==> config.mk <==
export PLATFORM = sky130hd
export DESIGN_NAME = rsa_queue
export DESIGN_NICKNAME = d
export VERILOG_FILES = /design/src/rtl/rsa_pkg.sv /design/src/rtl/rsa_queue.sv
export VERILOG_INCLUDE_DIRS = /design/src /design/src/rtl
export SDC_FILE = /design/constraint.sdc
export NUM_CORES = 1
export LEC_CHECK = 0
export BUFFER_PORTS_ARGS = -buffer_cell sky130_fd_sc_hd__buf_2
export CAP_MARGIN = 20
export CORE_MARGIN = 2
export CORE_UTILIZATION = 25
export DETAILED_ROUTE_END_ITERATION = 10
export MAX_ROUTING_LAYER = met4
export PLACE_DENSITY = 0.52
export SYNTH_ARGS = -nofsm -noshare
export SYNTH_HDL_FRONTEND = slang
export SYNTH_SLANG_ARGS = --single-unit
==> constraint.sdc <==
create_clock -name clk -period 2.55 [get_ports clk]
set_clock_uncertainty 0.1 [all_clocks]
set_input_delay 0.255 -clock clk [delete_from_list [all_inputs] [get_ports clk]]
set_output_delay 0.255 -clock clk [all_outputs]
set_load 0.01 [all_outputs]
==> src/rtl/rotation_source_address_macros.svh <==
// Assertion macros shared by the rotation source address RTL.
// Expects clk and arst_n in the scope of every use.
`ifndef ROTATION_SOURCE_ADDRESS_MACROS_SVH
`define ROTATION_SOURCE_ADDRESS_MACROS_SVH

// Same-cycle implication, checked at every rising edge outside reset.
`define RSA_ASSERT_IMP(lbl, ante, cons, msg) \
	lbl: assert property (@(posedge clk) disable iff (!arst_n) (ante) |-> (cons)) \
		else $error(msg);

// Next-cycle implication, checked at every rising edge outside reset.
`define RSA_ASSERT_NXT(lbl, ante, cons, msg) \
	lbl: assert property (@(posedge clk) disable iff (!arst_n) (ante) |=> (cons)) \
		else $error(msg);

`endif

==> src/rtl/rsa_pkg.sv <==
// Shared constants, types and register codes of the rotation source address block.
// No dependencies; used by rsa_front, rsa_queue, rsa_back and the top level.
`default_nettype none

package rsa_pkg;

	localparam int FRAC_BITS = 16;
	localparam int MAX_DIM   = 2048;
	localparam int SHIFT     = FRAC_BITS + 1;   // half-pixel offsets add one fraction bit

	localparam int COORD_W   = 12;
	localparam int COEF_W    = 18;
	localparam int REG_DIM_W = 12;
	localparam int DIM_W     = $clog2(MAX_DIM + 1);
	localparam int PROD_W    = DIM_W + COEF_W;
	localparam int FSZ_W     = PROD_W + 1 - FRAC_BITS;
	localparam int DX_W      = ((COORD_W + 1 > FSZ_W) ? COORD_W + 1 : FSZ_W) + 1;
	localparam int MUL_W     = DX_W + COEF_W;
	localparam int NX_W      = MUL_W + 2;
	localparam int OX_W      = NX_W - SHIFT;

	localparam int COL_W     = 11;
	localparam int ADDR_W    = 22;
	localparam int AMUL_W    = COL_W + DIM_W;
	localparam int OUT_FSZ_W = 12;
	localparam int FSZ_SAT   = 4095;

	localparam int CFG_IDX_W  = 2;
	localparam int CFG_DATA_W = COEF_W;
	localparam int RST_COS    = 1 << FRAC_BITS;
	localparam int RST_SIN    = 0;
	localparam int RST_WIDTH  = 640;
	localparam int RST_HEIGHT = 480;

	localparam int QDEPTH = 4;
	localparam int QPTR_W = $clog2(QDEPTH);
	localparam int QCNT_W = $clog2(QDEPTH + 1);

	typedef enum logic [CFG_IDX_W-1:0] {
		REG_COS,
		REG_SIN,
		REG_WIDTH,
		REG_HEIGHT
	} reg_idx_t;

	// Live configuration, source size already clamped to MAX_DIM.
	typedef struct packed {
		logic [COEF_W-1:0] cos_v;
		logic [COEF_W-1:0] sin_v;
		logic [DIM_W-1:0]  w;
		logic [DIM_W-1:0]  h;
	} cfg_t;

	// One classified pixel on its way from front to back.
	typedef struct packed {
		logic [DX_W-1:0]  dx;
		logic [DX_W-1:0]  dy;
		logic             outside;
		logic [FSZ_W-1:0] fw;
		logic [FSZ_W-1:0] fh;
	} item_t;

endpackage

`default_nettype wire

==> src/rtl/rsa_queue.sv <==
// Short FIFO between front and back; lets either side stall on its own.
// Depends on rsa_pkg and rotation_source_address_macros.svh.
`default_nettype none
`include "rotation_source_address_macros.svh"

module rsa_queue (
	input  wire logic           clk,
	input  wire logic           arst_n,
	input  wire logic           push,
	input  wire rsa_pkg::item_t push_item,
	output logic                full,
	input  wire logic           pop,
	output rsa_pkg::item_t      pop_item,
	output logic                empty
);

	rsa_pkg::item_t              mem_q [rsa_pkg::QDEPTH];
	logic [rsa_pkg::QPTR_W-1:0]  wr_ptr_q, rd_ptr_q;
	logic [rsa_pkg::QCNT_W-1:0]  cnt_q;

	assign full     = (cnt_q == rsa_pkg::QCNT_W'(rsa_pkg::QDEPTH));
	assign empty    = (cnt_q == '0);
	assign pop_item = mem_q[rd_ptr_q];

	always_ff @(posedge clk or negedge arst_n) begin
		if (!arst_n) begin
			wr_ptr_q <= '0;
			rd_ptr_q <= '0;
			cnt_q    <= '0;
		end else begin
			if (push)
				wr_ptr_q <= wr_ptr_q + rsa_pkg::QPTR_W'(1);
			if (pop)
				rd_ptr_q <= rd_ptr_q + rsa_pkg::QPTR_W'(1);
			if (push && !pop)
				cnt_q <= cnt_q + rsa_pkg::QCNT_W'(1);
			else if (pop && !push)
				cnt_q <= cnt_q - rsa_pkg::QCNT_W'(1);
		end
	end

	always_ff @(posedge clk) begin
		if (push)
			mem_q[wr_ptr_q] <= push_item;
	end

	`RSA_ASSERT_IMP(a_no_push_full, push, !full, "queue pushed while full")
	`RSA_ASSERT_IMP(a_no_pop_empty, pop, !empty, "queue popped while empty")

endmodule

`default_nettype wire

* Word level (Yosys, flattened, before mapping) *
Memories as Yosys holds them, arrays and structs flattened.
Cells that the tools add are included.

word-level totals
  register bits = 7
  bits in writable memories = 252
  bits of input ports = 67
  output and inout bits = 65
  word-level logic and storage cells = 19
  memories = 1

cells by class
  add/sub/neg operators = 4
  eq/ne operators = 1
  muxes and demuxes = 4
  reduce and logical (&&, ||, !) cells = 6

memories
  memory  depth  width  read ports  clocked after Yosys merged registers in  wr ports  line             RTL
  mem_q   4      63     1           0                                        1         rsa_queue.sv:17  rsa_pkg::item_t mem_q [rsa_pkg::QDEPTH];

operators with widths
  kind                                              number
  2-to-1 mux 3 bit                                  2
  adder 2 x 1 -> 2 bit, second input constant       2
  adder 3 x 1 -> 3 bit, second input constant       1
  == test 3 bit, second input constant              1
  zero test 3 bit                                   1
  subtractor 3 x 1 -> 3 bit, second input constant  1
  logical AND 1 bit                                 2
  zero test 1 bit                                   2
  2-to-1 mux 1 bit                                  2
  nonzero test 2 bit                                1

* Longest topological paths before layout *
  word-level depth = 4
  mapped depth = 7
  gate-level depth less buffers = 7

* Worst setup path after synthesis *
OpenSTA, ideal clock, no wires.

  kind = reg-to-reg
  start point = register wr_ptr_q[0] (netlist name)
  end point = memory mem_q[2][0] (netlist name) (enable)
  data arrival time = 2098 ps
  data required time = 2022 ps
  slack = -76 ps
  stages on the path, launching flop included = 4
  path buffers = 0
  cells stage by stage = dfrtp_1 -> inv_1 -> ha_1 -> and2_1

RTL lines
  what                    line             RTL
  start, declared         rsa_queue.sv:18  logic [rsa_pkg::QPTR_W-1:0] wr_ptr_q, rd_ptr_q;
  start signal, assigned  rsa_queue.sv:32  wr_ptr_q <= wr_ptr_q + rsa_pkg::QPTR_W'(1);
  end, declared           rsa_queue.sv:17

No word-level cell before the write port.

==> impl_metrics.toml <==
[floorplan]
fp.dieW_um = 199
fp.dieArea_sq_um = 39500
pin_count = 132
start_util_pct = 25.3
num_rows = 71
core_area_sq_um = 37500
die_y_um = 199

[global_routing]
antenna_found_initial = 2
first_global_vias = 4998
grt-ovfl-total = 0
grt.total_usage_pct = 10.4
grt_max_degree = 37
grt_pass1_wl_mm = 29.6

[yosys]
synth_seq_area_share_pct = 81.6
yosysMostFrequentCell = "edfxtp_1"
yosys-top-cells-area = "edfxtp_1 (80%), mux4_2 (15%), dfrtp_1 (1.8%), buf_6 (0.71%), ha_1 (0.66%)"
ys_seq_elements = 259
synth_flop_cell = "edfxtp_1"
ys_types = 18
syn_area_per_cell_sq_um = 26.1
yosysTopAreaCell = "edfxtp_1"
synth_edf_count = 252
synthCells = 363
async_flop_share_pct = 2.70
synth_common_cells = "edfxtp_1 (252), mux4_2 (63), buf_2 (7), dfrtp_1 (7), buf_6 (6)"
syn_area_sq_um = 9490
synth_nets = 436
yosys_warnings = 0
synth_top_area_share_pct = 79.8

[power]
p_leak_nw = 4.31
power_density_nw_per_um2 = 1110
irDropWorstVdd_mv = 0.633
p_comb_share_pct = 29.3
swShare_pct = 28.2
switching_power_mw = 3.95
p_seq_share_pct = 41.6
p_clk_share_pct = 29.1
p_int_mw = 10.0
total_power_mw = 14.0

[clock_network]
cts_buffer_depth = 3
cts_tree = "built"
clock_sinks = 259
clk_latency_ps = 550
cts-htree-levels = 1
cts.clk_slew.worst_paths_ps = 60
root_buffer = "clkbuf_16"
numCtsBuffers = 28

[setup_path]
required_ps = 2190
crit_type = "reg2out"
endpoint_kind = "output port"
crit_arrival_ps = 2090
cp_max_fo = 16
startpoint_type = "register"

[timing]
hold_viol = 0
setup_viol_count_final = 0
whs_ps = 359
max_slew_margin_pct = 69.7
fmax_ghz = 0.409
worst_pin_slew_ps = 454
finalMaxSlewViolations = 0
period_share_pct = 96.0
fin_crit_ps = 2450

[route]
drc = 0
wl_per_cell_um = 17.8
via_count = 4495
drt-total-wl_mm = 20.1
via_per_inst = 3.98
antenna_left = 0
first_iter_violations = 166
drtPass1Iterations = 4

[placement]
dp_hpwl_mm = 12.2
gp_congestion = 0.674
placed_area_sq_um = 10900
portBuffers = 131

[layout]
num-nets-final = 669
fin_util_pct = 33.6
design_area_sq_um = 12600
areaGrowthSynthToFinish_pct = 32.7
drive_above_1_share_pct = 42.4

[outcome]
run_status = "finished clean"

[min_path]
hold_class = "in2reg"

[job]
drv_cap = 0
==> cell type report <==
class                   instances  area (sq um)
diodes                          2          5.00
clock buffers                  34           744
clock inverters                16           188
fillers                      3597         24900
inverters                       4          15.0
multi-input cells              86          1630
flip-flops and latches        259          7750
well taps                     511           639
repair buffers                217          1620
==> state kept, by name (all words and copies together), names as in the netlist <==
register,count
cnt_q,3
rd_ptr_q,2
wr_ptr_q,2
mem_q,252
==> critical path: stages, from the launching register on <==
cell     delay [ps]
dfrtp_4         580
buf_16          230
mux4_2          560
buf_6           150
==> cells in the final DEF, fill, tap and decap left out, types with 2 or more instances in the layout <==
cell	count
clkinv_1	4
xnor2_1	2
diode_2	2
dlygate4sd3_1	67
and2_4	4
bufinv_16	4
buf_4	10
nand2_1	2
clkinv_2	4
buf_16	3
clkbuf_16	30
clkinvlp_4	2
buf_2	130
clkbuf_1	5
mux4_2	63
ha_1	5
dfrtp_4	2
dfrtp_1	5
inv_1	4
edfxtp_1	252
buf_12	5
xor2_1	4
==> logic make-up (layout without fill, tap and decap cells) <==
family / Yosys count / after routing / share of synthesized area, %
xor+xnor: 6 / 6 / 0.554
flops: 259 / 259 / 81.6
compound gates: 1 / 1 / 0.0527
other cells: 0 / 2 / 0
fa+ha+maj: 6 / 6 / 0.870
simple gates: 9 / 9 / 0.514
buf+inv: 18 / 271 / 1.32
mux: 64 / 64 / 15.1
==> stage by stage <==
step	setup slack (ps)	TNS (ps)	cells
after floorplan	8.24	0	363
after global placement	567	0	1006
after detailed placement	546	0	1006
after CTS	0.639	0	1126
after global routing	-1.61	-1.61	1129
final	103	0	1129
==> power by group through the flow <==
stage | clock (mW) | sequential [mW] | combinational [mW]
floorplan | 0 | 5.80 | 2.49
global placement | 0 | 5.86 | 3.95
detailed placement | 0 | 5.92 | 3.99
CTS | 4.20 | 5.83 | 4.20
global route | 4.37 | 5.89 | 4.46
finish | 4.07 | 5.83 | 4.10
==> layer usage <==
| metal | GRT usage (%) | share of wire (%) | vias up |
|---|---|---|---|
| li1 | - | - | 2024 |
| met1 | 12.5 | 43 | 2347 |
| met2 | 17.5 | 51 | 99 |
| met3 | 2.19 | 4.3 | 25 |
| met4 | 3.29 | 2.0 | 0 |
| met5 | - | 0 | - |
==> worst paths after layout <==
kind	startpoint	slack, ps	cells past startpoint	to
min in group asynchronous	arst_n	550	3	cnt_q[0]
hold / removal	push_item[25]	360	2	mem_q[0][25]
setup / recovery	rd_ptr_q[0]	100	3	pop_item[1]
setup reg to reg	wr_ptr_q[0]	770	3	mem_q[3][15]
max in group asynchronous	arst_n	1540	3	rd_ptr_q[0]
hold reg to reg	cnt_q[2]	400	1	cnt_q[2]
==> what timing repair did <==
action,CTS,global route
gates cloned,1,1
setup endpoints to repair,28,21
pin swaps,0,0
setup buffers,2,0
hold buffers,67,0
resized for setup,2,2
hold endpoints to repair,263,0
(Power assumes the default switching activity.)
