$ cat src/rtl/rotation_source_address_macros.svh
// Assertion macros shared by the rotation source address RTL.
// Expects clk and arst_n in the scope of every use.
`ifndef ROTATION_SOURCE_ADDRESS_MACROS_SVH
`define ROTATION_SOURCE_ADDRESS_MACROS_SVH

// Same-cycle implication, checked at every rising edge outside reset.
`define RSA_ASSERT_IMP(lbl, ante, cons, msg) \
	lbl: assert property (@(posedge clk) disable iff (!arst_n) (ante) |-> (cons)) \
		else $error(msg);

// Next-cycle implication, checked at every rising edge outside reset.
`define RSA_ASSERT_NXT(lbl, ante, cons, msg) \
	lbl: assert property (@(posedge clk) disable iff (!arst_n) (ante) |=> (cons)) \
		else $error(msg);

`endif

$ cat src/rtl/rsa_pkg.sv
// Shared constants, types and register codes of the rotation source address block.
// No dependencies; used by rsa_front, rsa_queue, rsa_back and the top level.
`default_nettype none

package rsa_pkg;

	localparam int FRAC_BITS = 16;
	localparam int MAX_DIM   = 2048;
	localparam int SHIFT     = FRAC_BITS + 1;   // half-pixel offsets add one fraction bit

	localparam int COORD_W   = 12;
	localparam int COEF_W    = 18;
	localparam int REG_DIM_W = 12;
	localparam int DIM_W     = $clog2(MAX_DIM + 1);
	localparam int PROD_W    = DIM_W + COEF_W;
	localparam int FSZ_W     = PROD_W + 1 - FRAC_BITS;
	localparam int DX_W      = ((COORD_W + 1 > FSZ_W) ? COORD_W + 1 : FSZ_W) + 1;
	localparam int MUL_W     = DX_W + COEF_W;
	localparam int NX_W      = MUL_W + 2;
	localparam int OX_W      = NX_W - SHIFT;

	localparam int COL_W     = 11;
	localparam int ADDR_W    = 22;
	localparam int AMUL_W    = COL_W + DIM_W;
	localparam int OUT_FSZ_W = 12;
	localparam int FSZ_SAT   = 4095;

	localparam int CFG_IDX_W  = 2;
	localparam int CFG_DATA_W = COEF_W;
	localparam int RST_COS    = 1 << FRAC_BITS;
	localparam int RST_SIN    = 0;
	localparam int RST_WIDTH  = 640;
	localparam int RST_HEIGHT = 480;

	localparam int QDEPTH = 4;
	localparam int QPTR_W = $clog2(QDEPTH);
	localparam int QCNT_W = $clog2(QDEPTH + 1);

	typedef enum logic [CFG_IDX_W-1:0] {
		REG_COS,
		REG_SIN,
		REG_WIDTH,
		REG_HEIGHT
	} reg_idx_t;

	// Live configuration, source size already clamped to MAX_DIM.
	typedef struct packed {
		logic [COEF_W-1:0] cos_v;
		logic [COEF_W-1:0] sin_v;
		logic [DIM_W-1:0]  w;
		logic [DIM_W-1:0]  h;
	} cfg_t;

	// One classified pixel on its way from front to back.
	typedef struct packed {
		logic [DX_W-1:0]  dx;
		logic [DX_W-1:0]  dy;
		logic             outside;
		logic [FSZ_W-1:0] fw;
		logic [FSZ_W-1:0] fh;
	} item_t;

endpackage

`default_nettype wire

$ cat src/rtl/rsa_front.sv
// Front end: takes output coordinates, works out the rotated frame size,
// centre offsets and the outside-frame flag. Depends on rsa_pkg.
`default_nettype none

module rsa_front (
	input  wire logic          clk,
	input  wire logic          arst_n,
	input  wire rsa_pkg::cfg_t cfg,
	input  wire logic          in_valid,
	output logic               in_stall,
	input  wire logic [rsa_pkg::COORD_W-1:0] out_x,
	input  wire logic [rsa_pkg::COORD_W-1:0] out_y,
	input  wire logic          q_full,
	output logic               push,
	output rsa_pkg::item_t     push_item
);

	logic [rsa_pkg::COEF_W-1:0]  ac;
	logic [rsa_pkg::COEF_W-1:0]  as;
	logic                        front_en;

	logic                        v_s1;
	logic [rsa_pkg::COORD_W-1:0] x_s1, y_s1;
	logic [rsa_pkg::PROD_W-1:0]  wc_s1, hs_s1, hc_s1, ws_s1;

	logic                        v_s2;
	logic [rsa_pkg::COORD_W-1:0] x_s2, y_s2;
	logic [rsa_pkg::FSZ_W-1:0]   fw_s2, fh_s2;

	logic [rsa_pkg::PROD_W:0]    fw_sum, fh_sum;
	logic signed [rsa_pkg::DX_W-1:0] x2, y2, fwx, fhx;

	// |cos|, |sin|; the most negative code gives 2^17, which still fits
	assign ac = cfg.cos_v[rsa_pkg::COEF_W-1] ?
		(~cfg.cos_v + rsa_pkg::COEF_W'(1)) : cfg.cos_v;
	assign as = cfg.sin_v[rsa_pkg::COEF_W-1] ?
		(~cfg.sin_v + rsa_pkg::COEF_W'(1)) : cfg.sin_v;

	assign front_en = !(v_s2 && q_full);
	assign in_stall = !front_en;
	assign push     = v_s2 && !q_full;

	assign fw_sum = {1'b0, wc_s1} + {1'b0, hs_s1};
	assign fh_sum = {1'b0, hc_s1} + {1'b0, ws_s1};

	always_ff @(posedge clk or negedge arst_n) begin
		if (!arst_n) begin
			v_s1 <= 1'b0;
			v_s2 <= 1'b0;
		end else if (front_en) begin
			v_s1 <= in_valid;
			v_s2 <= v_s1;
		end
	end

	always_ff @(posedge clk) begin
		if (front_en) begin
			x_s1  <= out_x;
			y_s1  <= out_y;
			wc_s1 <= rsa_pkg::PROD_W'(cfg.w) * rsa_pkg::PROD_W'(ac);
			hs_s1 <= rsa_pkg::PROD_W'(cfg.h) * rsa_pkg::PROD_W'(as);
			hc_s1 <= rsa_pkg::PROD_W'(cfg.h) * rsa_pkg::PROD_W'(ac);
			ws_s1 <= rsa_pkg::PROD_W'(cfg.w) * rsa_pkg::PROD_W'(as);
			x_s2  <= x_s1;
			y_s2  <= y_s1;
			fw_s2 <= fw_sum[rsa_pkg::PROD_W:rsa_pkg::FRAC_BITS];
			fh_s2 <= fh_sum[rsa_pkg::PROD_W:rsa_pkg::FRAC_BITS];
		end
	end

	// offsets from the rotated frame centre, in half pixels
	assign x2  = rsa_pkg::DX_W'({x_s2, 1'b0});
	assign y2  = rsa_pkg::DX_W'({y_s2, 1'b0});
	assign fwx = rsa_pkg::DX_W'(fw_s2);
	assign fhx = rsa_pkg::DX_W'(fh_s2);

	always_comb begin
		push_item.dx      = x2 - fwx;
		push_item.dy      = y2 - fhx;
		push_item.outside = (rsa_pkg::DX_W'(x_s2) >= rsa_pkg::DX_W'(fw_s2)) ||
			(rsa_pkg::DX_W'(y_s2) >= rsa_pkg::DX_W'(fh_s2));
		push_item.fw      = fw_s2;
		push_item.fh      = fh_s2;
	end

endmodule

`default_nettype wire

$ cat config.mk
export PLATFORM = sky130hd
export DESIGN_NAME = rsa_front
export DESIGN_NICKNAME = d
export VERILOG_FILES = /design/src/rtl/rotation_source_address_macros.svh /design/src/rtl/rsa_pkg.sv /design/src/rtl/rsa_front.sv
export SDC_FILE = /design/constraint.sdc
export NUM_CORES = 2
export LEC_CHECK = 0
export BUFFER_PORTS_ARGS = -buffer_cell sky130_fd_sc_hd__buf_2
export CORE_UTILIZATION = 45
export DETAILED_ROUTE_END_ITERATION = 16
export GPL_TIMING_DRIVEN = 1
export SYNTH_ARGS = -nofsm -noshare
export SYNTH_HDL_FRONTEND = slang
export SYNTH_SLANG_ARGS = --single-unit
$ cat constraint.sdc
create_clock -name clk -period 11.2 [get_ports clk]
set_input_delay 2.8 -clock clk [delete_from_list [all_inputs] [get_ports clk]]
set_output_delay 2.8 -clock clk [all_outputs]
set_load 0.02 [all_outputs]
Yosys cells after proc, flatten, opt, wreduce, memory -nomap -nowiden
Cells that the tools add are included.
{"block": "word_totals", "ff_bits": 200, "word_cells": 32, "out_inout_bits": 65}
{"block": "op_classes", "mul": 4, "addsub": 6, "magnitude_cmp": 2, "n_reduce_logical": 4, "n_bitwise": 2, "n_mux": 2}
{"op": "multiplier 12 x 18 -> 30 bit", "n": 4}
{"op": "adder 30 x 30 -> 31 bit", "n": 2}
{"op": "adder 18 x 1 -> 18 bit (second input constant)", "n": 2}
{"op": "2-to-1 mux 18 bit", "n": 2}
{"op": "inverter 18 bit", "n": 2}
{"op": "subtractor 13 x 15 -> 16 bit", "n": 2}
{"op": ">= comparator 12 x 15 -> 1 bit", "n": 2}
{"op": "logical AND 1 bit", "n": 2}
{"op": "logical NOT 1 bit", "n": 1}
{"op": "logical OR 1 bit", "n": 1}

Logic depth before layout (Yosys ltp)
{"block": "depth", "word_depth": 4, "depth_mapped": 29}

Least setup slack after synthesis
OpenSTA, ideal clock, no wires.
{"block": "synth_path", "path_kind": "input-to-output", "from": "input port q_full", "to": "output port in_stall", "setup_slack_ps": 538, "arrival_time_ps": 7862, "n_path_buf": 0, "path_stages": 2, "cell_sequence": "nand2_1 > inv_1"}
{"block": "synth_between", "elab_chain_len": 1}
{"item": "from (decl)", "line": "rsa_front.sv:13", "source": "input wire logic q_full,"}
{"item": "logical AND 1 bit", "line": "rsa_front.sv:39", "source": "assign front_en = !(v_s2 && q_full);"}
{"item": "to (decl)", "line": "rsa_front.sv:10", "source": "output logic in_stall,"}
Every way passes these cells.

Worst setup path in the final report
{"block": "layout_path", "from": "input port cfg[24] (netlist name)", "to": "register ws_s1[28] (netlist name) (data pin)"}
{"block": "layout_between", "elab_chain_len": 4}
{"item": "from (decl)", "line": "rsa_front.sv:8", "source": "input wire rsa_pkg::cfg_t cfg,"}
{"item": "inverter 18 bit", "line": "rsa_front.sv:37", "source": "(~cfg.sin_v + rsa_pkg::COEF_W'(1)) : cfg.sin_v;"}
{"item": "adder 18 x 1 -> 18 bit", "line": "rsa_front.sv:37"}
{"item": "2-to-1 mux 18 bit (*)", "line": "rsa_front.sv:36", "source": "assign as = cfg.sin_v[rsa_pkg::COEF_W-1] ?"}
{"item": "multiplier 12 x 18 -> 30 bit (*)", "line": "rsa_front.sv:63", "source": "ws_s1 <= rsa_pkg::PROD_W'(cfg.w) * rsa_pkg::PROD_W'(as);"}
{"item": "to (signal assigned)", "line": "rsa_front.sv:63"}
{"item": "to (decl)", "line": "rsa_front.sv:24", "source": "logic [rsa_pkg::PROD_W-1:0] wc_s1, hs_s1, hc_s1, ws_s1;"}
Mark *: on every way between the ends. The rest lies on a longest branch, timed or not.
A chain may end at the register's enable or synchronous reset.

==> reports/results.ini <==
[global_route]
grt_overflow_total=0
antenna_found_initial=12
grt_max_degree=70
grt_usage_pct=22.39
grt_pass1_wl_um=148800
grt_pass1_vias=27900

[yosys]
syn_inst=4030
synth_seq_area_share_pct=16.01
synth_edf_count=198
syn-num-nets=5140
yosysUniqueCellTypes=72
synth_area_leaders=fa_1, edfxtp_1, ha_1
yosys_warnings=0
netlist.area_leader.share_pct=34.32
synth.cell_area_um2=37450
async_reset_ff_share_pct=1.000
synth_top_area_cell=fa_1
ys.flop_type=edfxtp_1
ys_seq_elements=200
postSynthAreaPerCell_um2=9.294

[floorplanning]
initial_core_util_pct=45.54
rows=105
core_area_um2=82240
ios=153
die_area_um2=84390
die_y_um=290.5
die_w_um=290.5

[cts]
post_cts_buffers=0
cts_tree=done
clock_latency_ns=0.51
root_buffer=clkbuf_16
clockBufferDepth=2
htree_levels=4
clk_pin_slew_worst_paths_ns=0.09
postCtsResizedCells=0
cts-hold-fix-buffers=0
cts_buffers=17
clkSinkCount=200

[routing]
totalWireLength_um=90340
drtPass1Iterations=5
ant_nets=0
drt_iter0_drc=1750
vias=27020
via_per_inst=5.220
drc_errors=0
wl_per_cell_um=17.45

[critical_path]
cp.arrival_ns=9.98
critical_path.max_fanout=27
crit_required_ns=11.47
worstSetupPathType=in -> reg
critPathLaunchType=input port
endpoint_kind=flip-flop

[outcome]
status=complete, no violations

[cells_and_area]
final_cell_mix=inv_1, fa_1, nand2_1
area_delta_synth_final_pct=7.259
fin_area_um2=40170
fill_cells=7819
fin_nets=5195
drive_above_1_share_pct=7.321
mostFrequentLayoutCell=inv_1

[timing]
slew_viol_final=0
clock_skew_ns=0.01552
setup_viol=0
clock.fmax_mhz=103.0
slew_headroom_pct=34.22
final_hold_viol_count=0
min_period_over_period_pct=86.65
finalSetupTns_ns=0
rsz0062_at_grt=no
period_needed_ns=9.705
worst_pin_slew_ns=0.9868
worst_slack_ns=1.495

[place]
dp_hpwl_um=71610
port_buffers=152
place_area_um2=39550
pre_cts_ws_ns=1.002
place.gp.congestion=0.8663

[min_path]
hold_class=reg -> reg

[job]
maxCapViolations=0

## synth_stat cells (all sizes together), types with 6 or more instances
master  number
fa         642
clkbuf     158
or3         20
nand3       29
inv        825
and3        13
o21ai       76
o41ai        8
xor2        42
nor2b       27
ha         380
o21bai      17
a211oi      15
o31ai       12
nand2b      26
a21o        68
and2       314
a21oi      134
nand4        9
xnor2      134
a21boi       9
nor4         6
a31oi       11
nor3        31
edfxtp     198
o211ai      11
nand2      629
or2          8
nor2        81
buf         18
o21a        24
## layer usage
metal / GRT usage [%] / vias up / routed length [um]
met5: 0 / - / 11
met4: 6.698 / 2 / 2176
met3: 2.294 / 97 / 4239
met2: 36.59 / 615 / 42900
met1: 31.47 / 13760 / 41010
li1: - / 12550 / -
## cells by family after synthesis
family                     Yosys count  synth area share [%]
adders and majority gates         1022                 47.01
xor gates and xnor gates           176                 4.116
muxes                                1               0.03006
buffers and inverters             1001                 10.11
and+or+nand+nor                   1207                 15.42
DFF                                200                 16.01
AOI/OAI and AO/OA                  423                 7.309
## sequential cells by signal, indices dropped and copies added (netlist names)
register,cells
hc_s1,30
x_s1,12
ws_s1,30
hs_s1,30
x_s2,12
y_s1,12
v_s1,1
v_s2,1
wc_s1,30
fw_s2,15
fh_s2,15
y_s2,12
## worst paths after layout
kind | depth (start not counted) | to | slack (ns) | startpoint
worst min register to register | 0 | y_s2[5] | 0.42 | y_s1[5]
worst max-delay path | 27 | ws_s1[28] | 1.49 | cfg[24]
min in group asynchronous | 1 | v_s2 | 2.06 | arst_n
max in group asynchronous | 1 | v_s1 | 9.05 | arst_n
worst min-delay path | 0 | y_s2[5] | 0.42 | y_s1[5]
worst max register to register | 10 | fh_s2[14] | 7.97 | hc_s1[1]
## area by class of cell
| class | instances | area [um2] | area share [%] |
|---|---|---|---|
| diodes | 8 | 20.02 | 0.04983 |
| flip-flops and latches | 200 | 5996 | 14.93 |
| clock buffers | 17 | 425.4 | 1.059 |
| inverters | 825 | 3097 | 7.709 |
| well taps | 1070 | 1339 | 3.333 |
| multi-input cells | 2829 | 27910 | 69.48 |
| clock inverters | 15 | 173.9 | 0.4329 |
| repair buffers | 212 | 1211 | 3.015 |
## per-stage QoR
stage | hold slack [ns] | instances | util, %
detailed placement | 0.4045 | 5136 | 48.09
global placement | 0.4003 | 5136 | 48.09
CTS | 0.4203 | 5168 | 48.82
floorplan | 0.4003 | 4030 | -
finish | 0.4235 | 5176 | 48.85
global route | 0.4261 | 5172 | 48.83
## worst max-delay path, cell delays in order
cell	delay [ns]
buf_2	0.38
inv_1	0.09
ha_1	0.23
a21boi_0	0.17
buf_4	0.18
nand2b_1	0.20
a21oi_1	0.09
xnor2_2	0.64
buf_4	0.31
nand2_1	0.10
fa_1	0.54
fa_1	0.52
inv_1	0.05
fa_1	0.49
fa_1	0.49
inv_1	0.05
fa_1	0.47
inv_1	0.04
ha_1	0.33
nand3_1	0.13
a211oi_1	0.06
o41ai_1	0.50
a21oi_1	0.24
a2111oi_0	0.48
o21bai_1	0.10
a21oi_1	0.18
xnor2_1	0.09
Power is not shown: default switching activity piles up to over one toggle a cycle in this logic, so the estimate is an artifact.
