### src/rtl/rotation_source_address_macros.svh
// Assertion macros shared by the rotation source address RTL.
// Expects clk and arst_n in the scope of every use.
`ifndef ROTATION_SOURCE_ADDRESS_MACROS_SVH
`define ROTATION_SOURCE_ADDRESS_MACROS_SVH

// Same-cycle implication, checked at every rising edge outside reset.
`define RSA_ASSERT_IMP(lbl, ante, cons, msg) \
	lbl: assert property (@(posedge clk) disable iff (!arst_n) (ante) |-> (cons)) \
		else $error(msg);

// Next-cycle implication, checked at every rising edge outside reset.
`define RSA_ASSERT_NXT(lbl, ante, cons, msg) \
	lbl: assert property (@(posedge clk) disable iff (!arst_n) (ante) |=> (cons)) \
		else $error(msg);

`endif

### src/rtl/rsa_pkg.sv
// Shared constants, types and register codes of the rotation source address block.
// No dependencies; used by rsa_front, rsa_queue, rsa_back and the top level.
`default_nettype none

package rsa_pkg;

	localparam int FRAC_BITS = 16;
	localparam int MAX_DIM   = 2048;
	localparam int SHIFT     = FRAC_BITS + 1;   // half-pixel offsets add one fraction bit

	localparam int COORD_W   = 12;
	localparam int COEF_W    = 18;
	localparam int REG_DIM_W = 12;
	localparam int DIM_W     = $clog2(MAX_DIM + 1);
	localparam int PROD_W    = DIM_W + COEF_W;
	localparam int FSZ_W     = PROD_W + 1 - FRAC_BITS;
	localparam int DX_W      = ((COORD_W + 1 > FSZ_W) ? COORD_W + 1 : FSZ_W) + 1;
	localparam int MUL_W     = DX_W + COEF_W;
	localparam int NX_W      = MUL_W + 2;
	localparam int OX_W      = NX_W - SHIFT;

	localparam int COL_W     = 11;
	localparam int ADDR_W    = 22;
	localparam int AMUL_W    = COL_W + DIM_W;
	localparam int OUT_FSZ_W = 12;
	localparam int FSZ_SAT   = 4095;

	localparam int CFG_IDX_W  = 2;
	localparam int CFG_DATA_W = COEF_W;
	localparam int RST_COS    = 1 << FRAC_BITS;
	localparam int RST_SIN    = 0;
	localparam int RST_WIDTH  = 640;
	localparam int RST_HEIGHT = 480;

	localparam int QDEPTH = 4;
	localparam int QPTR_W = $clog2(QDEPTH);
	localparam int QCNT_W = $clog2(QDEPTH + 1);

	typedef enum logic [CFG_IDX_W-1:0] {
		REG_COS,
		REG_SIN,
		REG_WIDTH,
		REG_HEIGHT
	} reg_idx_t;

	// Live configuration, source size already clamped to MAX_DIM.
	typedef struct packed {
		logic [COEF_W-1:0] cos_v;
		logic [COEF_W-1:0] sin_v;
		logic [DIM_W-1:0]  w;
		logic [DIM_W-1:0]  h;
	} cfg_t;

	// One classified pixel on its way from front to back.
	typedef struct packed {
		logic [DX_W-1:0]  dx;
		logic [DX_W-1:0]  dy;
		logic             outside;
		logic [FSZ_W-1:0] fw;
		logic [FSZ_W-1:0] fh;
	} item_t;

endpackage

`default_nettype wire

### src/rtl/rsa_back.sv
// Back end: inverse rotation, bounds check, linear address and output register.
// Depends on rsa_pkg and rotation_source_address_macros.svh.
`default_nettype none
`include "rotation_source_address_macros.svh"

module rsa_back (
	input  wire logic           clk,
	input  wire logic           arst_n,
	input  wire rsa_pkg::cfg_t  cfg,
	input  wire logic           q_empty,
	output logic                pop,
	input  wire rsa_pkg::item_t pop_item,
	output logic                out_valid,
	input  wire logic           out_stall,
	output logic [rsa_pkg::COL_W-1:0]     src_col,
	output logic [rsa_pkg::COL_W-1:0]     src_row,
	output logic [rsa_pkg::ADDR_W-1:0]    src_addr,
	output logic                          in_bounds,
	output logic                          outside_frame,
	output logic [rsa_pkg::OUT_FSZ_W-1:0] frame_width,
	output logic [rsa_pkg::OUT_FSZ_W-1:0] frame_height
);

	logic back_en;

	logic signed [rsa_pkg::DX_W-1:0]   dx_h, dy_h;
	logic signed [rsa_pkg::COEF_W-1:0] cos_h, sin_h;

	// stage 1: four products
	logic                              v_s1;
	logic signed [rsa_pkg::MUL_W-1:0]  dxc_s1, dys_s1, dxs_s1, dyc_s1;
	logic                              outside_s1;
	logic [rsa_pkg::FSZ_W-1:0]         fw_s1, fh_s1;

	// stage 2: back-rotated positions, Q.17
	logic                              v_s2;
	logic [rsa_pkg::NX_W-1:0]          nx_s2, ny_s2;
	logic                              outside_s2;
	logic [rsa_pkg::FSZ_W-1:0]         fw_s2, fh_s2;

	// stage 3: bounds and coordinates
	logic                              v_s3;
	logic [rsa_pkg::COL_W-1:0]         col_s3, row_s3;
	logic                              inb_s3, outside_s3;
	logic [rsa_pkg::OUT_FSZ_W-1:0]     fw_s3, fh_s3;

	// stage 4: row times width
	logic                              v_s4;
	logic [rsa_pkg::AMUL_W-1:0]        rw_s4;
	logic [rsa_pkg::COL_W-1:0]         col_s4, row_s4;
	logic                              inb_s4, outside_s4;
	logic [rsa_pkg::OUT_FSZ_W-1:0]     fw_s4, fh_s4;

	logic                              out_valid_q;

	logic                              nx_neg, ny_neg, inx, iny, inb;
	logic [rsa_pkg::OX_W-1:0]          nx_hi, ny_hi;
	logic [rsa_pkg::SHIFT-1:0]         nx_lo, ny_lo;

	assign back_en   = !out_valid_q || !out_stall;
	assign pop       = back_en && !q_empty;
	assign out_valid = out_valid_q;

	assign dx_h  = pop_item.dx;
	assign dy_h  = pop_item.dy;
	assign cos_h = cfg.cos_v;
	assign sin_h = cfg.sin_v;

	// Truncation toward zero: a negative sum above -1 pixel lands on 0.
	assign nx_neg = nx_s2[rsa_pkg::NX_W-1];
	assign ny_neg = ny_s2[rsa_pkg::NX_W-1];
	assign nx_hi  = nx_s2[rsa_pkg::NX_W-1:rsa_pkg::SHIFT];
	assign ny_hi  = ny_s2[rsa_pkg::NX_W-1:rsa_pkg::SHIFT];
	assign nx_lo  = nx_s2[rsa_pkg::SHIFT-1:0];
	assign ny_lo  = ny_s2[rsa_pkg::SHIFT-1:0];
	assign inx = nx_neg ? ((&nx_hi) && (|nx_lo) && (cfg.w != '0)) :
		(nx_hi < rsa_pkg::OX_W'(cfg.w));
	assign iny = ny_neg ? ((&ny_hi) && (|ny_lo) && (cfg.h != '0)) :
		(ny_hi < rsa_pkg::OX_W'(cfg.h));
	assign inb = !outside_s2 && inx && iny;

	always_ff @(posedge clk or negedge arst_n) begin
		if (!arst_n) begin
			v_s1        <= 1'b0;
			v_s2        <= 1'b0;
			v_s3        <= 1'b0;
			v_s4        <= 1'b0;
			out_valid_q <= 1'b0;
		end else if (back_en) begin
			v_s1        <= pop;
			v_s2        <= v_s1;
			v_s3        <= v_s2;
			v_s4        <= v_s3;
			out_valid_q <= v_s4;
		end
	end

	always_ff @(posedge clk) begin
		if (back_en) begin
			dxc_s1     <= rsa_pkg::MUL_W'(dx_h) * rsa_pkg::MUL_W'(cos_h);
			dys_s1     <= rsa_pkg::MUL_W'(dy_h) * rsa_pkg::MUL_W'(sin_h);
			dxs_s1     <= rsa_pkg::MUL_W'(dx_h) * rsa_pkg::MUL_W'(sin_h);
			dyc_s1     <= rsa_pkg::MUL_W'(dy_h) * rsa_pkg::MUL_W'(cos_h);
			outside_s1 <= pop_item.outside;
			fw_s1      <= pop_item.fw;
			fh_s1      <= pop_item.fh;

			nx_s2 <= rsa_pkg::NX_W'(dxc_s1) + rsa_pkg::NX_W'(dys_s1) +
				rsa_pkg::NX_W'({cfg.w, {rsa_pkg::FRAC_BITS{1'b0}}});
			ny_s2 <= rsa_pkg::NX_W'(dyc_s1) - rsa_pkg::NX_W'(dxs_s1) +
				rsa_pkg::NX_W'({cfg.h, {rsa_pkg::FRAC_BITS{1'b0}}});
			outside_s2 <= outside_s1;
			fw_s2      <= fw_s1;
			fh_s2      <= fh_s1;

			col_s3     <= (inb && !nx_neg) ? nx_hi[rsa_pkg::COL_W-1:0] : '0;
			row_s3     <= (inb && !ny_neg) ? ny_hi[rsa_pkg::COL_W-1:0] : '0;
			inb_s3     <= inb;
			outside_s3 <= outside_s2;
			fw_s3      <= (32'(fw_s2) > rsa_pkg::FSZ_SAT) ?
				rsa_pkg::OUT_FSZ_W'(rsa_pkg::FSZ_SAT) : rsa_pkg::OUT_FSZ_W'(fw_s2);
			fh_s3      <= (32'(fh_s2) > rsa_pkg::FSZ_SAT) ?
				rsa_pkg::OUT_FSZ_W'(rsa_pkg::FSZ_SAT) : rsa_pkg::OUT_FSZ_W'(fh_s2);

			rw_s4      <= rsa_pkg::AMUL_W'(row_s3) * rsa_pkg::AMUL_W'(cfg.w);
			col_s4     <= col_s3;
			row_s4     <= row_s3;
			inb_s4     <= inb_s3;
			outside_s4 <= outside_s3;
			fw_s4      <= fw_s3;
			fh_s4      <= fh_s3;

			src_addr      <= rsa_pkg::ADDR_W'(rw_s4 + rsa_pkg::AMUL_W'(col_s4));
			src_col       <= col_s4;
			src_row       <= row_s4;
			in_bounds     <= inb_s4;
			outside_frame <= outside_s4;
			frame_width   <= fw_s4;
			frame_height  <= fh_s4;
		end
	end

	`RSA_ASSERT_IMP(a_inb_not_outside, out_valid_q && in_bounds, !outside_frame,
		"in_bounds set on a pixel outside the frame")
	`RSA_ASSERT_IMP(a_oob_zero, out_valid_q && !in_bounds,
		(src_addr == '0) && (src_col == '0) && (src_row == '0),
		"out-of-bounds pixel with nonzero source coordinates")
	`RSA_ASSERT_IMP(a_col_in_width, out_valid_q && in_bounds,
		rsa_pkg::DIM_W'(src_col) < cfg.w, "source column beyond width")

endmodule

`default_nettype wire
### config.mk
export PLATFORM = sky130hd
export DESIGN_NAME = rsa_back
export DESIGN_NICKNAME = d
export VERILOG_FILES = /design/src/rtl/rsa_pkg.sv /design/src/rtl/rsa_back.sv
export VERILOG_INCLUDE_DIRS = /design/src /design/src/rtl
export SDC_FILE = /design/constraint.sdc
export NUM_CORES = 2
export LEC_CHECK = 0
export ABC_AREA = 1
export BUFFER_PORTS_ARGS = -buffer_cell sky130_fd_sc_hd__buf_2
export CORE_UTILIZATION = 53
export DETAILED_ROUTE_END_ITERATION = 8
export GPL_ROUTABILITY_DRIVEN = 1
export MAX_ROUTING_LAYER = met4
export PLACE_DENSITY = 0.69
export SETUP_SLACK_MARGIN = 0.2
export SLEW_MARGIN = 20
export SYNTH_ARGS = -nofsm -noshare
export SYNTH_HDL_FRONTEND = slang
export SYNTH_SLANG_ARGS = --single-unit
### constraint.sdc
create_clock -name clk -period 14 [get_ports clk]
set_input_delay 0 -clock clk [delete_from_list [all_inputs] [get_ports clk]]
set_output_delay 0 -clock clk [all_outputs]
set_load 0.02 [all_outputs]
### After elaboration in Yosys (flattened, before gate mapping)

Index checks and enable logic that the tools add are counted.

* $mul: 5
* reductions and logical operators: 22
* $lt $le $gt $ge: 4
* mux-type cells: 2
* $add $sub $neg: 5

Operators with widths (count)
* 16-bit by 18-bit multiplier with 34-bit output: 4
* 35-bit by 29-bit adder with 36-bit output: 2
* 19-bit by 12-bit less-than comparator with 1-bit output: 2
* 19-bit AND reduction: 2
* 34-bit by 34-bit adder with 35-bit output: 1
* 34-bit by 34-bit subtractor with 35-bit output: 1
* 17-bit OR reduction: 2
* 15-bit by 12-bit greater-than comparator with 1-bit output, second input constant: 2
* 12-bit nonzero test: 2
* 22-bit by 11-bit adder with 22-bit output: 1
* 11-bit by 12-bit multiplier with 22-bit output: 1
* 1-bit logical AND: 9
* 1-bit zero test: 6
* 1-bit 2-to-1 mux: 2
* 1-bit logical OR: 1

* register bits: 463
* output and inout port bits: 72
* word-level logic and storage cells: 75

### Depth between registers and ports, before layout

* depth after elaboration: 7
* depth in mapped cells: 27
* gate-level depth less buffers: 25

### Worst setup path before layout

Ideal clock, no wire load.

* path kind: reg2out
* start point: register out_valid_q (netlist: out_valid)
* end point: output pop
* path slack: 1.927 ns
* arrival: 12.073 ns
* stages on the path, launching flop included: 4
* path through: dfrtp_1 nand2_1 inv_1 nor2_1

* cells in the longest elaborated chain, start to end: 3

Ends and longest elaborated chain
* from (decl): RTL line rsa_back.sv:54 `logic out_valid_q;`
* from (signal assigned): RTL line rsa_back.sv:94 `out_valid_q <= v_s4;`
* 1-bit zero test: RTL line rsa_back.sv:60 `assign back_en = !out_valid_q || !out_stall;`
* 1-bit logical OR: RTL line rsa_back.sv:60
* 1-bit logical AND: RTL line rsa_back.sv:61 `assign pop = back_en && !q_empty;`
* to (decl): RTL line rsa_back.sv:11 `output logic pop,`

No other way between the ends.

### Final worst setup path

* start point: input cfg[41] (netlist bit)
* end point: register dxs_s1[33] (netlist bit) (data pin)

* cells in the longest elaborated chain, start to end: 1

Ends and longest elaborated chain
* from (decl): RTL line rsa_back.sv:9 `input wire rsa_pkg::cfg_t cfg,`
* 16-bit by 18-bit multiplier with 34-bit output: RTL line rsa_back.sv:102 `dxs_s1 <= rsa_pkg::MUL_W'(dx_h) * rsa_pkg::MUL_W'(sin_h);`
* to (signal assigned): RTL line rsa_back.sv:102
* to (decl): RTL line rsa_back.sv:31 `logic signed [rsa_pkg::MUL_W-1:0] dxc_s1, dys_s1, dxs_s1, dyc_s1;`

No other way between the ends.
A chain may end at the register's enable or synchronous reset.

==> flow_summary.yaml <==
placed_design:
  dp_cells: 10100
  post-place-ws_ns: 7.71
  io_buffer_count: 198
  place.gp.congestion: 0.988
  dp_hpwl_um: 156000
setup_path:
  crit_slowest_cell: "fa_1"
  crit_buf_inv: 4
  path_delay_family: "adder cells"
  worstSetupStartpointType: "input port"
  path_class: "in -> reg"
  critPathCaptureType: "flip-flop"
  path_cells: "buf_2 -> nand2_1 -> inv_1 -> fa_1 -> fa_1 -> fa_1 -> fa_1 -> fa_1 -> inv_1 -> fa_1 -> inv_1 -> ha_1 -> a21oi_1 -> o21ai_0 -> a21oi_1 -> o21ai_0 -> nand2b_1 -> nand2_1 -> nand2_1"
  rr_endpoint: "rw_s4[21]$_DFFE_PN_"
  cpPeakStageDelay_ns: 0.92
  crit_arrival_ns: 6.15
  r2r_setup_slack_ns: 8.64
  worstPathRequired_ns: 14.40
  r2r_start: "row_s3[3]$_SDFFCE_PN0N_"
  crit_top_cell: "fa_1"
  path_max_fanout: 32
  rr_worst_depth: 15
timing:
  maxSlewHeadroom_pct: 19.3
  max_freq_ghz: 0.174
  worst_pin_slew_ns: 1.21
  rsz0062_at_grt: "false"
  tns_ns: 0
  period_minus_slack_ns: 5.75
  fin_crit_sh_pct: 41.1
  finalSetupViolCount: 0
  drv_slew: 0
  setup_ws_ns: 8.25
  fin_hold_ws_ns: 0.0474
  clock_skew_ns: 0.0433
  hold_viol_final: 0
clock_network:
  clkTransAtPathRegs_ns: 0.07
  clk_latency_ns: 0.66
  cts_buffer_depth: 3
  cts.sinks: 463
  cts_buffers: 52
  h-tree-depth: 2
  root_buffer: "clkbuf_16"
  cts_tree: "done"
  postCtsSetupRepairBufs: 0
hold_path:
  hold_depth: 2
  min_from: "pop_item[25]"
  hold_end: "fw_s1[10]$_DFFE_PN_"
  hold_class: "in -> reg"
logic_synthesis:
  yosys_warnings: 0
  synthCells: 8417
  synth_area_leaders: "fa_1 (35%), edfxtp_1 (19%), inv_1 (13%)"
  synth-seq-area-share_pct: 19.3
  yosysUniqueCellTypes: 43
  netlist_area_um2: 72000
  yosysTopAreaCell: "fa_1"
  syn_avg_cell_area_um2: 8.56
  synth_seq_cells: 463
  syn_nets: 10400
  synth_top_area_share_pct: 35.4
cells_and_area:
  final_nets: 10400
  drive_gt1_share_pct: 4.41
  final_cell_mix: "inv_1 (2416), nand2_1 (1967), fa_1 (1275)"
  final_common_cell: "inv_1"
  area_growth_pct: 6.34
  final_cell_count_no_fill: 10300
floorplanning:
  dieHeight_um: 371
  start_util_pct: 53.7
  pin_count: 199
  fp-row-count: 134
  core_um2: 134000
  die_x_um: 371
  dieArea_um2: 137000
route:
  drc: 0
  ant_nets: 0
  vias: 53700
  viasPerCell: 5.22
  drt_iter0_drc: 4084
  drt_pass1_iterations: 6
  wirelength_um: 194000
  wl_per_cell_um: 18.9
flow_run:
  maxCapViolCount: 0
global_routing:
  grt_max_degree: 89
  antenna_found_initial: 14
  grt_pass1_wl_um: 310000
  grt.overflow.total: 0
  grt_usage_pct: 30.0
  grt_pass1_vias: 57000
outcome:
  status: "finished, final reports clean"
[layout make-up]
cell class	instances	area, µm²
Clock buffer	60	1330
Sequential cell	463	13900
Antenna cell	14	35.0
Clock inverter	32	429
Inverter	2417	9070
Fill cell	12100	57500
Multi-Input combinational cell	5274	48100
Timing Repair Buffer	260	1540
Tap cell	1768	2210
[kinds of logic (layout without fill, tap and decap cells)]
kind of cell / count (synthesis) / in the layout / synth area share (%)
compound gates: 528 / 528 / 4.12
xor+xnor: 216 / 216 / 2.63
fa+ha+maj: 1822 / 1822 / 44.9
buf+inv: 2680 / 2769 / 14.0
flops: 463 / 463 / 19.3
other cells: 0 / 14 / 0
simple gates: 2708 / 2708 / 15.1
[metrics by stage]
stage | utilization, % | cell area (µm²)
2_1_floorplan | - | 72000
3_3_place_gp | 55.5 | 74500
3_5_place_dp | 55.5 | 74500
4_1_cts | 57.1 | 76600
5_1_grt | 57.1 | 76600
6_report | 57.1 | 76600
[sequential cells by signal, indices dropped and copies added, names as in the netlist, 15 cells and up]
| register | count |
|---|---|
| dyc_s1 | 34 |
| rw_s4 | 22 |
| fh_s1 | 15 |
| fw_s1 | 15 |
| dxs_s1 | 34 |
| fh_s2 | 15 |
| src_addr | 22 |
| dys_s1 | 34 |
| fw_s2 | 15 |
| dxc_s1 | 34 |
| ny_s2 | 36 |
| nx_s2 | 36 |
[timing repair]
item,in CTS,in global routing
endpoints found under the hold margin,38,0
hold buffers,35,0
gates resized for setup,0,0
setup endpoints to repair,0,0
[per-layer routing]
layer,wire length (µm),vias up,GRT usage (%)
li1,-,24800,-
met1,81600,26500,39.3
met2,90100,2043,47.8
met3,15000,351,4.21
met4,7360,0,10.3
met5,0,-,-
[cells in the mapped netlist, drive strengths merged]
library cell,n
a21boi,16
a21o,30
a21oi,260
a31oi,14
buf,9
clkbuf,254
dfrtp,5
edfxtp,458
fa,1275
ha,547
inv,2417
nand2,1991
nand2b,4
nand3,167
nand3b,13
nand4,58
nor2,415
nor3,48
nor4,6
o211ai,10
o21a,13
o21ai,158
o21bai,26
o31ai,1
or2,6
xnor2,63
xor2,153
[how the worst max path moves through the flow]
stage                                      from                    to  slack, ns  cells after the start
after floorplan           out_valid$_DFFE_PN0N_                   pop       1.93                      3
after global placement                  cfg[41]  dxs_s1[33]$_DFFE_PN_       7.73                     19
after detailed placement                cfg[41]  dxs_s1[33]$_DFFE_PN_       7.71                     19
after CTS                               cfg[41]  dxs_s1[33]$_DFFE_PN_       8.37                     19
after global routing                    cfg[41]  dxs_s1[33]$_DFFE_PN_       7.91                     19
final                                   cfg[41]  dxs_s1[33]$_DFFE_PN_       8.25                     19
Power is left out: the tool's default activity adds up to more than one toggle a clock period on the data nets, which glitch-free logic cannot reach.
